**config.mk**
```make
export PLATFORM = sky130hd
export DESIGN_NAME = pcm_linear_upsample_packer
export DESIGN_NICKNAME = d
export VERILOG_FILES = /design/src/design/pcmup_pkg.sv /design/src/design/pcmup_regs.sv /design/src/design/pcmup_ctrl.sv /design/src/design/pcmup_dp.sv /design/src/design/pcm_linear_upsample_packer.sv
export SDC_FILE = /design/constraint.sdc
export NUM_CORES = 1
export LEC_CHECK = 0
export ABC_AREA = 1
export BUFFER_PORTS_ARGS = -buffer_cell sky130_fd_sc_hd__buf_2
export CORE_UTILIZATION = 45
export DETAILED_ROUTE_END_ITERATION = 10
export GPL_ROUTABILITY_DRIVEN = 0
export HOLD_SLACK_MARGIN = 0.05
export PLACE_DENSITY = 0.66
export RECOVER_POWER = 100
export REMOVE_ABC_BUFFERS = 1
export SLEW_MARGIN = 10
export SYNTH_ARGS = -nofsm -noshare
export SYNTH_HDL_FRONTEND = slang
export SYNTH_SLANG_ARGS = --single-unit
```
**constraint.sdc**
```tcl
create_clock -name clk -period 7.4 [get_ports clk]
set_input_delay 0.74 -clock clk [delete_from_list [all_inputs] [get_ports clk]]
set_output_delay 0.74 -clock clk [all_outputs]
set_load 0.02 [all_outputs]
```
**src/design/pcmup_pkg.sv**
```systemverilog
// Types and constants shared by the PCM upsampler modules.
`default_nettype none
package pcmup_pkg;

  localparam int SAMPLE_W   = 16;
  localparam int WORD_W     = 32;
  localparam int BYTE_W     = 8;
  localparam int RATIO_W    = 3;
  localparam int GAIN_W     = 16;
  localparam int CFG_IDX_W  = 2;
  localparam int CFG_DATA_W = 16;

  // Register indexes
  localparam logic [CFG_IDX_W-1:0] CFG_RATIO = 2'd0;
  localparam logic [CFG_IDX_W-1:0] CFG_GAIN  = 2'd1;

  localparam logic [RATIO_W-1:0] RATIO_RESET = 3'd1;
  localparam logic [GAIN_W-1:0]  GAIN_RESET  = 16'd14418;

  // Rounding and saturation of the gain product
  localparam logic [32:0]         ROUND_HALF   = 33'd32768;
  localparam logic [16:0]         SAT_MAG_NEG  = 17'd32768;
  localparam logic [16:0]         SAT_MAG_POS  = 17'd32767;
  localparam logic [SAMPLE_W-1:0] SAMPLE_MIN   = 16'h8000;
  localparam logic [SAMPLE_W-1:0] SAMPLE_MAX   = 16'h7FFF;

  typedef enum logic [1:0] {
    ST_IDLE,
    ST_DIV,
    ST_FIX,
    ST_GAIN
  } pcmup_state_t;

  typedef struct packed {
    logic store;  // keep low byte
    logic load;   // form sample, set up interpolation
    logic div;    // reciprocal multiply
    logic fix;    // quotient correction
    logic emit;   // gain, saturate, load output register
  } pcmup_cmd_t;

  typedef struct packed {
    logic byte_held;
    logic last;
    logic out_free;
  } pcmup_stat_t;

endpackage
`default_nettype wire

```
**src/design/pcmup_regs.sv**
```systemverilog
// Configuration registers: ratio and gain.
`default_nettype none
module pcmup_regs #(
  parameter int MAX_RATIO = 4,
  localparam int RW = $clog2(MAX_RATIO + 1)
) (
  input  logic                                clk,
  input  logic                                rst,
  input  logic                                cfg_valid,
  output logic                                cfg_ready,
  input  logic [pcmup_pkg::CFG_IDX_W-1:0]     cfg_index,
  input  logic [pcmup_pkg::CFG_DATA_W-1:0]    cfg_data,
  output logic [RW-1:0]                       ratio,
  output logic [pcmup_pkg::GAIN_W-1:0]        gain
);
  import pcmup_pkg::*;

  logic [RATIO_W-1:0] ratio_reg;
  logic               ratio_ok;

  assign cfg_ready = 1'b1;

  always_ff @(posedge clk) begin
    if (rst) begin
      ratio_reg <= RATIO_RESET;
      gain      <= GAIN_RESET;
    end else if (cfg_valid && cfg_ready) begin
      case (cfg_index)
        CFG_RATIO: ratio_reg <= cfg_data[RATIO_W-1:0];
        CFG_GAIN:  gain      <= cfg_data[GAIN_W-1:0];
        default: ;
      endcase
    end
  end

  // zero or above the maximum runs as ratio 1
  assign ratio_ok = (ratio_reg != '0) && (int'(ratio_reg) <= MAX_RATIO);
  assign ratio    = ratio_ok ? RW'(ratio_reg) : RW'(1);

endmodule
`default_nettype wire

```
**src/design/pcmup_ctrl.sv**
```systemverilog
// Sequencer for the upsampler: accept, divide, correct, emit.
`default_nettype none
module pcmup_ctrl (
  input  logic                    clk,
  input  logic                    rst,
  input  logic                    in_valid,
  output logic                    in_stall,
  input  pcmup_pkg::pcmup_stat_t  stat,
  output pcmup_pkg::pcmup_cmd_t   cmd
);
  import pcmup_pkg::*;

  pcmup_state_t state, state_next;
  logic         accept;

  assign accept = in_valid && (state == ST_IDLE);

  always_ff @(posedge clk) begin
    if (rst) begin
      state <= ST_IDLE;
    end else begin
      state <= state_next;
    end
  end

  always_comb begin
    state_next = state;
    case (state)
      ST_IDLE: begin
        if (accept && stat.byte_held) state_next = ST_DIV;
      end
      ST_DIV:  state_next = ST_FIX;
      ST_FIX:  state_next = ST_GAIN;
      ST_GAIN: begin
        if (stat.out_free) state_next = stat.last ? ST_IDLE : ST_DIV;
      end
      default: state_next = ST_IDLE;
    endcase
  end

  always_comb begin
    cmd      = '0;
    in_stall = 1'b1;
    case (state)
      ST_IDLE: begin
        in_stall  = 1'b0;
        cmd.store = accept && !stat.byte_held;
        cmd.load  = accept && stat.byte_held;
      end
      ST_DIV:  cmd.div  = 1'b1;
      ST_FIX:  cmd.fix  = 1'b1;
      ST_GAIN: cmd.emit = stat.out_free;
      default: ;
    endcase
  end

endmodule
`default_nettype wire

```
**src/design/pcmup_dp.sv**
```systemverilog
// Datapath: byte pairing, interpolation, divide by ratio, gain, output register.
`default_nettype none
module pcmup_dp #(
  parameter int MAX_RATIO = 4,
  localparam int RW = $clog2(MAX_RATIO + 1)
) (
  input  logic                                clk,
  input  logic                                rst,
  input  pcmup_pkg::pcmup_cmd_t               cmd,
  output pcmup_pkg::pcmup_stat_t              stat,
  input  logic [pcmup_pkg::BYTE_W-1:0]        data_byte,
  input  logic [RW-1:0]                       ratio,
  input  logic [pcmup_pkg::GAIN_W-1:0]        gain,
  input  logic                                out_stall,
  output logic                                out_valid,
  output logic [pcmup_pkg::WORD_W-1:0]        out_word,
  output logic                                last_in_run
);
  import pcmup_pkg::*;

  localparam int NW        = SAMPLE_W + RW;  // signed interpolation numerator
  localparam int MW        = NW - 1;         // its magnitude
  localparam int DIV_SHIFT = MW;
  localparam int RECIP_W   = DIV_SHIFT + 1;
  localparam int QR_W      = MW + RW;

  // floor(2^DIV_SHIFT / r); entry 0 unused
  logic [RECIP_W-1:0] recip_tab [MAX_RATIO+1];
  assign recip_tab[0] = '0;
  for (genvar g = 1; g <= MAX_RATIO; g++) begin : g_recip
    localparam int unsigned RECIP = (1 << DIV_SHIFT) / g;
    assign recip_tab[g] = RECIP_W'(RECIP);
  end

  logic [BYTE_W-1:0]          held_byte;
  logic                       byte_held;
  logic signed [SAMPLE_W-1:0] prev_sample;
  logic                       seen_first;
  logic signed [NW-1:0]       acc;
  logic signed [SAMPLE_W:0]   delta;
  logic [RW-1:0]              k;
  logic [MW-1:0]              num_mag;
  logic                       num_neg;
  logic [MW-1:0]              q0;
  logic [SAMPLE_W-1:0]        frame_mag;
  logic                       frame_neg;

  // load
  logic signed [SAMPLE_W-1:0]  cur;
  logic signed [SAMPLE_W-1:0]  base;
  logic signed [RW:0]          ratio_s;
  logic signed [SAMPLE_W+RW:0] base_x_ratio;

  assign cur          = $signed({data_byte, held_byte});
  assign base         = seen_first ? prev_sample : cur;  // first sample repeats
  assign ratio_s      = $signed({1'b0, ratio});
  assign base_x_ratio = base * ratio_s;

  // divide
  logic [NW-1:0]           acc_abs;
  logic [MW+RECIP_W-1:0]   recip_prod;

  assign acc_abs    = acc[NW-1] ? (NW'(0) - acc) : acc;
  assign recip_prod = acc_abs[MW-1:0] * recip_tab[ratio];

  // correct: reciprocal quotient is exact or one low
  logic [QR_W-1:0] q0r;
  logic [MW-1:0]   rem;
  logic [MW-1:0]   q_adj;

  assign q0r   = q0 * ratio;
  assign rem   = num_mag - q0r[MW-1:0];
  assign q_adj = (rem >= MW'(ratio)) ? q0 + MW'(1) : q0;

  // gain, round half away from zero, saturate
  logic [31:0]         gprod;
  logic [32:0]         grnd;
  logic [16:0]         gmag;
  logic [16:0]         gneg;
  logic [SAMPLE_W-1:0] scaled;

  assign gprod = frame_mag * gain;
  assign grnd  = {1'b0, gprod} + ROUND_HALF;
  assign gmag  = grnd[32:16];
  assign gneg  = 17'd0 - gmag;

  always_comb begin
    if (frame_neg) begin
      scaled = (gmag > SAT_MAG_NEG) ? SAMPLE_MIN : gneg[SAMPLE_W-1:0];
    end else begin
      scaled = (gmag > SAT_MAG_POS) ? SAMPLE_MAX : gmag[SAMPLE_W-1:0];
    end
  end

  always_ff @(posedge clk) begin
    if (rst) begin
      byte_held  <= 1'b0;
      seen_first <= 1'b0;
    end else if (cmd.store) begin
      byte_held <= 1'b1;
    end else if (cmd.load) begin
      byte_held  <= 1'b0;
      seen_first <= 1'b1;
    end
  end

  always_ff @(posedge clk) begin
    if (cmd.store) begin
      held_byte <= data_byte;
    end
    if (cmd.load) begin
      prev_sample <= cur;
      acc         <= base_x_ratio[NW-1:0];
      delta       <= {cur[SAMPLE_W-1], cur} - {base[SAMPLE_W-1], base};
      k           <= '0;
    end else if (cmd.emit) begin
      acc <= acc + NW'(delta);
      k   <= k + RW'(1);
    end
    if (cmd.div) begin
      num_mag <= acc_abs[MW-1:0];
      num_neg <= acc[NW-1];
      q0      <= recip_prod[DIV_SHIFT +: MW];
    end
    if (cmd.fix) begin
      frame_mag <= q_adj[SAMPLE_W-1:0];
      frame_neg <= num_neg;
    end
    if (cmd.emit) begin
      out_word    <= {scaled, {(WORD_W-SAMPLE_W){1'b0}}};
      last_in_run <= stat.last;
    end
  end

  always_ff @(posedge clk) begin
    if (rst) begin
      out_valid <= 1'b0;
    end else if (cmd.emit) begin
      out_valid <= 1'b1;
    end else if (!out_stall) begin
      out_valid <= 1'b0;
    end
  end

  assign stat.byte_held = byte_held;
  assign stat.last      = (k == ratio - RW'(1));
  assign stat.out_free  = !out_valid || !out_stall;

endmodule
`default_nettype wire

```
**src/design/pcm_linear_upsample_packer.sv**
```systemverilog
// A pairing byte starts its run of frames on accept; no new byte is taken until the run's last frame is emitted.
// An odd byte is only stored; an even byte forms a sample and yields ratio frames, each held while the output stalls.
// Each frame passes through the reciprocal multiply, quotient fix and gain multiply steps in turn.
// Reset (rst, synchronous, active high): ratio 1, gain 14418, no byte held,
// no sample seen, output empty.
`default_nettype none
module pcm_linear_upsample_packer #(
  parameter int MAX_RATIO = 4
) (
  input  logic                              clk,
  input  logic                              rst,
  // byte request channel
  input  logic                              in_valid,
  output logic                              in_stall,
  input  logic [pcmup_pkg::BYTE_W-1:0]      data_byte,
  // frame request channel
  output logic                              out_valid,
  input  logic                              out_stall,
  output logic signed [pcmup_pkg::WORD_W-1:0] left_word,
  output logic signed [pcmup_pkg::WORD_W-1:0] right_word,
  output logic                              last_in_run,
  // register write channel
  input  logic                              cfg_valid,
  output logic                              cfg_ready,
  input  logic [pcmup_pkg::CFG_IDX_W-1:0]   cfg_index,
  input  logic [pcmup_pkg::CFG_DATA_W-1:0]  cfg_data
);
  import pcmup_pkg::*;

  localparam int RW = $clog2(MAX_RATIO + 1);

  logic [RW-1:0]     ratio;    // effective ratio, 1..MAX_RATIO
  logic [GAIN_W-1:0] gain;
  pcmup_cmd_t        cmd;
  pcmup_stat_t       stat;
  logic [WORD_W-1:0] out_word;

  pcmup_regs #(.MAX_RATIO(MAX_RATIO)) u_regs (
    .clk       (clk),
    .rst       (rst),
    .cfg_valid (cfg_valid),
    .cfg_ready (cfg_ready),
    .cfg_index (cfg_index),
    .cfg_data  (cfg_data),
    .ratio     (ratio),
    .gain      (gain)
  );

  // Sequencer: one sample's frames at a time; idle state takes bytes.
  pcmup_ctrl u_ctrl (
    .clk      (clk),
    .rst      (rst),
    .in_valid (in_valid),
    .in_stall (in_stall),
    .stat     (stat),
    .cmd      (cmd)
  );

  // Interpolation steps by adding (cur - prev) to prev*ratio each frame;
  // the divide by ratio is a reciprocal multiply plus a one-step fixup.
  // The output register lets the next byte in while the last frame waits.
  pcmup_dp #(.MAX_RATIO(MAX_RATIO)) u_dp (
    .clk         (clk),
    .rst         (rst),
    .cmd         (cmd),
    .stat        (stat),
    .data_byte   (data_byte),
    .ratio       (ratio),
    .gain        (gain),
    .out_stall   (out_stall),
    .out_valid   (out_valid),
    .out_word    (out_word),
    .last_in_run (last_in_run)
  );

  // same slot on both stereo channels
  assign left_word  = $signed(out_word);
  assign right_word = $signed(out_word);

endmodule
`default_nettype wire

```
==> out/metrics.cfg, run 1 <==
[synth]
avgSynthCellArea_sq_um=7.62
synthSimpleGateAreaFrac_pct=20.2
seq_area_frac_synth_pct=15.7
synthAdderAreaFrac_pct=39.8
synthesis.area_sq_um=28400
synth_edf_count=131
muxShareOfSynthArea_pct=0.458
synth_top_family_by_area=adder cells
netlist_instances=3732
yosys_warnings=0
synth_cell_types=50
synth_top_flop_cell=edfxtp_1
synth_area_leaders=fa_1 (25%), ha_1 (15%), edfxtp_1 (14%)
synth_top_area_share_pct=24.6
synth_top_cell_by_area=fa_1
synth_xor_xnor_area_share_pct=3.11
synth_compound_area_share_pct=6.01
async_flop_share_pct=0
ys_ff_latch=158

[cts]
cts_tree=done
cts_buffer_depth=2
cts_max_level=4
clkTransAtPathRegs_ns=0.07
cts_buffers=17
numClockSinks=158
hold_buffers=0
clockRootBuffer=clkbuf_16
worstSkewPairLatency_ns=0.47

[final_layout]
fin_area_sq_um=30300
drive_above_1_share_pct=5.32
biggestRegsByFlops=u_dp.acc: 19 flops, u_dp.num_mag: 18 flops, u_dp.q0: 18 flops
regArea_sq_um=4480
syn_to_final_growth_pct=6.67
fin_util_pct=48.9
top_register=u_dp.acc
antenna_cells=0
multi_input_area_sq_um=20000
final_nets=4492
largest_reg_flops=19
fill_cells=6181

[die]
core_sq_um=62100
placementRows=91
ios=99
dieArea_sq_um=64200
initial_core_util_pct=45.8
die_h_microns=253
die_x_microns=253

[grt]
met3_usage_pct=2.31
grt_pass1_wl_microns=113000
overflow=0
grt_busiest_layer=met2
met2_usage_pct=39.7
grt_max_degree=59
track_usage_pct=22.2
use_met1_pct=28.3
antenna_found_initial=0
grt_pass1_vias=22737

[routing]
first_pass_iters=6
drtIter0Drc=1166
vias_per_cell=4.88
drc=0
wirelength_microns=67900
via_count=22518
ant_nets=0
wl_per_cell_microns=14.7

[setup_path]
end_kind=flip-flop
crit_top_cell=inv_1
cp_slowest_cell=fa_1
required_ns=7.63
start_kind=flip-flop
worstSetupStartpoint=u_dp.acc[0]
max_stage_delay_ns=0.52
cp_data_arrival_time_ns=7.23
crit_path_max_fanout=4
timing.rr.start=u_dp.acc[0]
crit_type=flip-flop to flip-flop

[run_status]
run_status=complete, but fails checks
violations=max-capacitance violations, max-slew violations

[placed_design]
buffer_ports.inserted=65
dpl_cell_area_sq_um=29500
hpwl_microns=57400
pre_cts_ws_ns=0.224

[timing]
max_slew_margin_pct=-14.2
post-route-worst-setup-slack_ns=0.399
skew_ns=0.0129
drv_slew=38
final_hold_viol_count=0
setup_viol=0
finalCriticalPeriod_ns=7.00
finalCritPeriodShare_pct=94.6
holdWs_ns=0.476
tightest_slew_ns=1.71
fmax_mhz=143

[worst_hold_path]
hold_path_class=input pin to flip-flop
min-delay-start=cfg_data[6]

[job]
cap_violations=1

-- placed cells by master (no fill, tap or decap), drive strengths merged, types with 31 or more instances in the layout --
cell,netlist,final
nand2,882,882
clkbuf,88,68
o21ai,99,99
a21oi,132,132
inv,898,907
fa,349,349
ha,347,347
edfxtp,131,131
nand3,132,132
xnor2,31,31
nor2,295,295
conb,2,33
xor2,69,69
buf,61,85
-- routing by layer --
metal / part of all wire (%) / vias up
met4: 1.9 / 0
met2: 50 / 450
met3: 3.6 / 75
li1: - / 11329
met1: 45 / 10664
met5: 0 / -
-- synth_stat cells, drive strengths merged (13+ instances only) --
| cell type | number |
|---|---|
| edfxtp | 131 |
| mux2i | 13 |
| or2 | 22 |
| nor2 | 295 |
| nand2 | 882 |
| ha | 347 |
| fa | 349 |
| nand3 | 132 |
| xnor2 | 31 |
| o21ai | 99 |
| buf | 61 |
| inv | 898 |
| nand4 | 22 |
| clkbuf | 88 |
| a21oi | 132 |
| nor3 | 28 |
| nand3b | 13 |
| dfxtp | 27 |
| xor2 | 69 |
-- through the flow --
| step | std cells | setup TNS [ns] |
|---|---|---|
| floorplan | 3614 | 0 |
| finish | 4615 | 0 |
| global placement | 4557 | 0 |
| global route | 4615 | -0.204 |
| detailed placement | 4557 | 0 |
| CTS | 4589 | 0 |
-- timing repair --
action                                 4_1_cts  5_1_grt
setup endpoints to repair                    0       29
endpoints found under the hold margin        0        0
buffers inserted                             0       26
gates resized for setup                      0       29
-- path summary, 6_finish.rpt --
path                                       end  slack (ns)  cells after the start
worst max-delay path                u_dp.q0[9]        0.40                     33
worst min-delay path            u_regs.gain[6]        0.48                      3
worst max register to register      u_dp.q0[9]        0.40                     33
worst min register to register       u_dp.k[2]        0.49                      2
-- final cells by class --
type,count,area share (%)
Clock buffer,21,1.66
Clock inverter,11,0.359
Multi-Input combinational cell,2553,66.0
Tap cell,837,3.45
Timing Repair Buffer,132,2.55
Sequential cell,158,14.8
Inverter,903,11.2
-- cells by family after synthesis --
kind of cell | Yosys count
buffers and inverters | 1052
xor gates and xnor gates | 100
adders and majority gates | 696
muxes | 13
AOI/OAI and AO/OA | 306
DFF | 158
other | 2
and+or+nand+nor | 1405
-- worst max-delay path: cells and delay by family, from the launching register on --
kind | cells | cell delay (ns)
fa+ha+maj | 8 | 3.16
flops | 1 | 0.39
compound gates | 2 | 0.46
buf+inv | 10 | 0.82
simple gates | 13 | 1.94
Power of run 1 is left out: the tool's default activity adds up to more than one toggle a clock period on the data nets, which glitch-free logic cannot reach.
==> inputs of run 2 (changes only) <==
--- a/config.mk
+++ b/config.mk
@@ -17,4 +17,5 @@
 export SLEW_MARGIN = 10
 export SYNTH_ARGS = -nofsm -noshare
 export SYNTH_HDL_FRONTEND = slang
+export SYNTH_HIERARCHICAL = 1
 export SYNTH_SLANG_ARGS = --single-unit
==> run 2 against run 1 <==
Clock-buffer cell count shrank 3. The flow now finishes without violations. Via count grew 2.3%. Design area grew 0.75%. Area after synthesis grew 1.4%. First-iteration DRC count grew 17%. Non-clock buffer count shrank 1. Register-to-register slack lost 0.02 ns. Final cell count grew 1.1%. Highest routed layer unchanged.
==> out/metrics.cfg, run 2 <==
[die]
dieArea_sq_um=65100  ; +1.4%
core_sq_um=63200  ; +1.8%
placementRows=92  ; +1.1%
die_h_microns=255  ; +0.71%
initial_core_util_pct=45.6  ; -0.18 points
die_x_microns=255  ; +0.71%
ios=99  ; unchanged

[synth]
synth_edf_count=131  ; unchanged
synth_cell_types=60  ; +20%
ys_ff_latch=158  ; unchanged
synth_top_area_share_pct=24.2  ; -0.35 points
synth_top_flop_cell=edfxtp_1
seq_area_frac_synth_pct=15.5  ; -0.22 points
synth_common_cells=nand2_1 (918), inv_1 (877), fa_1 (349)
yosys_warnings=6  ; +6
netlist_instances=3798  ; +1.8%
yosysMostFrequentCell=nand2_1
avgSynthCellArea_sq_um=7.59  ; -0.33%
synth_top_cell_by_area=fa_1
synthesis.area_sq_um=28800  ; +1.4%
async_flop_share_pct=0  ; unchanged
synth_area_leaders=fa_1 (24%), ha_1 (15%), edfxtp_1 (14%)

[timing]
max_slew_margin_pct=37.2  ; +51 points
final_hold_viol_count=0  ; unchanged
finalCriticalPeriod_ns=7.02  ; +0.0215 ns
fmax_mhz=142  ; -0.31%
tightest_slew_ns=0.939  ; -0.774 ns
post-route-worst-setup-slack_ns=0.378  ; -0.0215 ns
skew_ns=0.0142  ; +0.00129 ns
drv_slew=0  ; -100%
finalCritPeriodShare_pct=94.9  ; +0.29 points
setup_viol=0  ; unchanged
setup_tns_ns=0  ; unchanged

[routing]
first_pass_iters=8  ; +2
via_count=23037  ; +2.3%
wl_per_cell_microns=15.0  ; +2.0%
drtIter0Drc=1368  ; +17%
ant_nets=0  ; unchanged
drc=0  ; unchanged
vias_per_cell=4.94  ; +1.2%
wirelength_microns=70000  ; +3.1%

[final_layout]
largest_reg_flops=19  ; unchanged
antenna_cells=0  ; unchanged
drive_above_1_share_pct=6.60  ; +1.3 points
fin_util_pct=48.4  ; -0.52 points
top_register=u_dp/acc
final_nets=4534  ; +0.93%
layout_common_cells=nand2_1 (918), inv_1 (876), fa_1 (347), ha_1 (345), nor2_1 (272)
stdcell_count=4667  ; +1.1%
biggestRegsByFlops=u_dp/acc: 19 flops, u_dp/num_mag: 18 flops, u_dp/q0: 18 flops
fill_cells=6287  ; +1.7%
final_common_cell=nand2_1
syn_to_final_growth_pct=5.96

[setup_path]
path_buf_inv=9  ; -1
critical-path-top-delay-family=adder cells
timing.rr.start=u_regs/gain[9]
rrSetupSlack_ns=0.38  ; -0.02 ns
cp_slowest_cell=dfxtp_1
crit_type=flip-flop to flip-flop
worstReg2RegEnd=u_dp/out_word[18]
crit_path_max_fanout=16  ; +12
crit_top_cell=nand2_1
r2r_cells=31  ; -6.1%
max_stage_delay_ns=0.74  ; +0.22 ns
required_ns=7.64  ; about the same
start_kind=flip-flop
cp_data_arrival_time_ns=7.26  ; +0.03 ns
end_kind=flip-flop

[placed_design]
dp.cells=4624  ; +1.5%
pre_cts_ws_ns=0.343  ; +0.119 ns
hpwl_microns=58500  ; +2.0%
buffer_ports.inserted=65  ; unchanged

[grt]
overflow=0  ; unchanged
antenna_found_initial=0  ; unchanged
grt_pass1_wl_microns=116000  ; +2.5%
track_usage_pct=22.5  ; +0.29 points
grt_max_degree=56  ; -5.1%
grt_pass1_vias=23212  ; +2.1%

[cts]
cts_tree=done
cts_buffer_depth=2  ; unchanged
clkTransAtPathRegs_ns=0.07  ; about the same
cts_max_level=4  ; unchanged
worstSkewPairLatency_ns=0.48  ; about the same
numClockSinks=158  ; unchanged
clockRootBuffer=clkbuf_16
cts_buffers=17  ; unchanged

[worst_hold_path]
min-delay-start=u_dp/num_neg
hold_path_class=flip-flop to flip-flop
hold_depth=0  ; -3
hold_end=u_dp/frame_neg

[job]
cap_violations=0  ; -1

[run_status]
run_status=completed

[run 2: cells by family (layout without fill, tap and decap cells)]
family / count (synthesis) / after routing / synth area share [%]
and+or+nand+nor: 1500 / 1500 / 21.9
buffers and inverters: 1049 / 1057 / 14.5
adders and majority gates: 695 / 695 / 39.2
DFF: 158 / 158 / 15.5
xor gates and xnor gates: 88 / 88 / 2.70
AOI/OAI and AO/OA: 292 / 292 / 5.64
muxes: 14 / 14 / 0.490
other: 2 / 17 / 0.0260
[run 2: cell type report]
cell class	count	area, sq um	area share [%]
well taps	846	1060	3.46
repair buffers	131	831	2.72
multi-input cells	2606	20300	66.3
flip-flops and latches	158	4470	14.6
clock buffers	18	429	1.40
clock inverters	14	150	0.491
inverters	894	3360	11.0
[run 2: how the worst max path moves through the flow]
stage                                   start                 to  slack, ns  cells after the start
final                          u_regs/gain[9]  u_dp/out_word[18]       0.38                     31
after global routing              u_dp/acc[1]        u_dp/q0[14]      -0.02                     34
after CTS                         u_dp/acc[1]        u_dp/q0[16]       0.26                     32
after detailed placement          u_dp/acc[1]        u_dp/q0[14]       0.34                     34
after global placement            u_dp/acc[0]        u_dp/q0[14]       0.43                     34
after floorplan           u_regs/ratio_reg[1]        u_dp/q0[16]       0.51                     24
[run 2: worst register-to-register path: cells and delay by family (launching register included)]
family                   cells  cell delay (ns)
flip-flops                   1             0.74
adder cells (fa/ha/maj)      8             3.68
buffers and inverters        9             0.62
AND/OR/NAND/NOR             14             1.75
[run 2: metal layers]
| layer | part of all wire (%) | global-route usage (%) | vias to the layer above |
|---|---|---|---|
| met5 | 0 | 0 | - |
| met1 | 44 | 28.4 | 10976 |
| met4 | 1.8 | 5.41 | 0 |
| met3 | 3.8 | 2.82 | 82 |
| met2 | 51 | 40.6 | 452 |
| li1 | - | - | 11527 |
[run 2: repair_timing]
action	CTS	global route
setup endpoints to repair	0	22
gates resized for setup	0	8
hold buffers	0	0
setup buffers	0	11
[run 2: stage by stage]
step	hold WS (ns)	area, sq um
final	0.460	30600
after global routing	0.462	30600
after CTS	0.433	30500
after detailed placement	0.450	29900
after global placement	0.452	29900
after floorplan	0.400	28100
Power of run 2 is left out for the same reason.
==> inputs of run 3 (changes only) <==
--- a/config.mk
+++ b/config.mk
@@ -7,11 +7,11 @@
 export LEC_CHECK = 0
 export ABC_AREA = 1
 export BUFFER_PORTS_ARGS = -buffer_cell sky130_fd_sc_hd__buf_2
-export CORE_UTILIZATION = 45
+export CORE_UTILIZATION = 59
 export DETAILED_ROUTE_END_ITERATION = 10
 export GPL_ROUTABILITY_DRIVEN = 0
 export HOLD_SLACK_MARGIN = 0.05
-export PLACE_DENSITY = 0.66
+export PLACE_DENSITY = 0.84
 export RECOVER_POWER = 100
 export REMOVE_ABC_BUFFERS = 1
 export SLEW_MARGIN = 10
==> constraint.sdc (replaced) <==
create_clock -name clk -period 6.1 [get_ports clk]
set_input_delay 0.61 -clock clk [delete_from_list [all_inputs] [get_ports clk]]
set_output_delay 0.61 -clock clk [all_outputs]
set_load 0.02 [all_outputs]
==> run 3 against run 2 <==
The flow now finishes with violations (negative setup slack). Sequential share of layout area is 2.1 points lower. Global-route usage is 11 points higher. Critical path depth is 2 lower. Design area is 17% higher. Sequential cell count stayed put. Via count is 25% higher. First-iteration DRC count is 120% higher. Core utilization is 26 points higher. Clock skew is 0.0023 ns higher. Critical path type unchanged. Largest cell class unchanged.
==> out/metrics.cfg, run 3 (synthesis results as in run 2) <==
[routing]
wl_met3_microns=8680  ; +220%
wirelength_met1_microns=31200  ; +1.9%
drc=0  ; unchanged
wirelength_microns=97400  ; +39%
ant_nets=0  ; unchanged
dr_wl_met2_microns=47500  ; +34%
first_pass_iters=7  ; -1
vias_per_cell=5.94  ; +20%
top_layer_used=met4
wl_per_cell_microns=20.1  ; +34%
drtIter0Drc=3008  ; +120%
via_count=28861  ; +25%

[timing]
rsz0062_at_grt=true
fmax_mhz=144  ; +0.86%
skew_ns=0.0165  ; +0.00232 ns
finalCriticalPeriod_ns=6.96  ; -0.0596 ns
setup_viol=34  ; +34
finalCritPeriodShare_pct=114  ; +19 points
drv_slew=0  ; unchanged
final_hold_viol_count=0  ; unchanged
post-route-worst-setup-slack_ns=-0.863  ; -1.24 ns
max_slew_margin_pct=32.4  ; -4.8 points
tightest_slew_ns=1.01  ; +0.0711 ns

[die]
placementRows=80  ; -13%
ios=99  ; unchanged
die_h_microns=223  ; -13%
core_sq_um=47900  ; -24%
initial_core_util_pct=60.2  ; +15 points
dieArea_sq_um=49800  ; -24%
die_x_microns=223  ; -13%

[worst_hold_path]
hold_path_class=input pin to flip-flop

[cts]
cts_tree=done
cts_max_level=4  ; unchanged
worstSkewPairLatency_ns=0.47  ; about the same
clockRootBuffer=clkbuf_16
cts_buffers=17  ; unchanged
cts_buffer_depth=2  ; unchanged
numClockSinks=158  ; unchanged
clkTransAtPathRegs_ns=0.07  ; about the same

[placed_design]
buffer_ports.inserted=65  ; unchanged
hpwl_microns=61400  ; +4.9%

[setup_path]
cp_slowest_cell=fa_1
critical-path-top-delay-family=adder cells
start_kind=flip-flop
path_buf_inv=7  ; -2
crit_type=flip-flop to flip-flop
crit_top_cell=nand2_1
cp_data_arrival_time_ns=7.18  ; -0.08 ns
required_ns=6.32  ; -1.32 ns
max_stage_delay_ns=0.59  ; -0.15 ns
end_kind=flip-flop
crit_path_max_fanout=5  ; -11

[final_layout]
biggestRegsByFlops=u_dp/acc: 19 flops, u_dp/num_mag: 18 flops, u_dp/q0: 18 flops
multi_input_area_sq_um=22300  ; +10%
largest_reg_flops=19  ; unchanged
antenna_cells=0  ; unchanged
fin_util_pct=74.6  ; +26 points
final_common_cell=nand2_1
top_register=u_dp/acc
final_nets=4958  ; +9.4%
fill_cells=2850  ; -55%
regArea_sq_um=4490  ; +0.42%
drive_above_1_share_pct=26.0  ; +19 points
syn_to_final_growth_pct=24.1
layout_common_cells=nand2_1 (811), inv_1 (806), buf_4 (431), fa_1 (323), ha_1 (309)

[grt]
grt_pass1_vias=28109  ; +21%
overflow=0  ; unchanged
track_usage_pct=33.4  ; +11 points
grt_max_degree=56  ; unchanged
grt_pass1_wl_microns=133000  ; +14%
antenna_found_initial=0  ; unchanged

[job]
cap_violations=0  ; unchanged

[run_status]
run_status=complete, but fails checks
violations=negative setup slack

## run 3: worst paths after layout
path,startpoint,endpoint,slack [ns],cells after the start
setup / recovery,u_dp/acc[0],u_dp/q0[16],-0.86,29
hold / removal,cfg_data[3],u_regs/gain[3],0.37,3
setup reg to reg,u_dp/acc[0],u_dp/q0[16],-0.86,29
hold reg to reg,u_dp/num_neg,u_dp/frame_neg,0.46,0
## run 3: worst register-to-register path, delay by kind of cell (launching register included)
family | cells | cell delay (ns)
AOI/OAI and AO/OA | 4 | 0.80
adders and majority gates | 7 | 3.32
buffers and inverters | 7 | 0.87
DFF | 1 | 0.41
xor gates and xnor gates | 1 | 0.39
and+or+nand+nor | 10 | 0.92
## run 3: cell type report
class	instances	area share (%)
clock buffer	18	1.20
clock inverter	13	0.434
multi-input combinational	2606	62.3
inverter	894	9.45
sequential	158	12.6
timing repair buffer	555	11.9
tap	615	2.15
## run 3: repair_timing
item / 4_1_cts / 5_1_grt
pin swaps: 204 / 192
gates cloned: 1 / 1
gates resized for setup: 335 / 282
setup endpoints to repair: 34 / 34
buffers inserted: 81 / 42
hold buffers: 0 / 0
## run 3: through the flow
| stage | std cells | instance area (sq um) | hold slack [ns] | TNS, ns | setup slack (ns) |
|---|---|---|---|---|---|
| after detailed placement | 4711 | 32000 | 0.452 | -21.47 | -1.01 |
| after floorplan | 3658 | 28100 | 0.400 | -8.90 | -0.791 |
| after CTS | 4820 | 34400 | 0.337 | -9.13 | -0.640 |
| final | 4859 | 35800 | 0.373 | -24.61 | -0.863 |
| after global placement | 4711 | 32000 | 0.452 | -13.59 | -0.641 |
| after global routing | 4859 | 35800 | 0.360 | -33.70 | -1.17 |
## run 3: metal layers
metal  track usage (%)  vias up
met5                 0        -
met4              22.4        0
met3              5.14      897
met2              60.6     2124
met1              35.8    13455
li1                  -    12385
Power of run 3 is left out for the same reason.
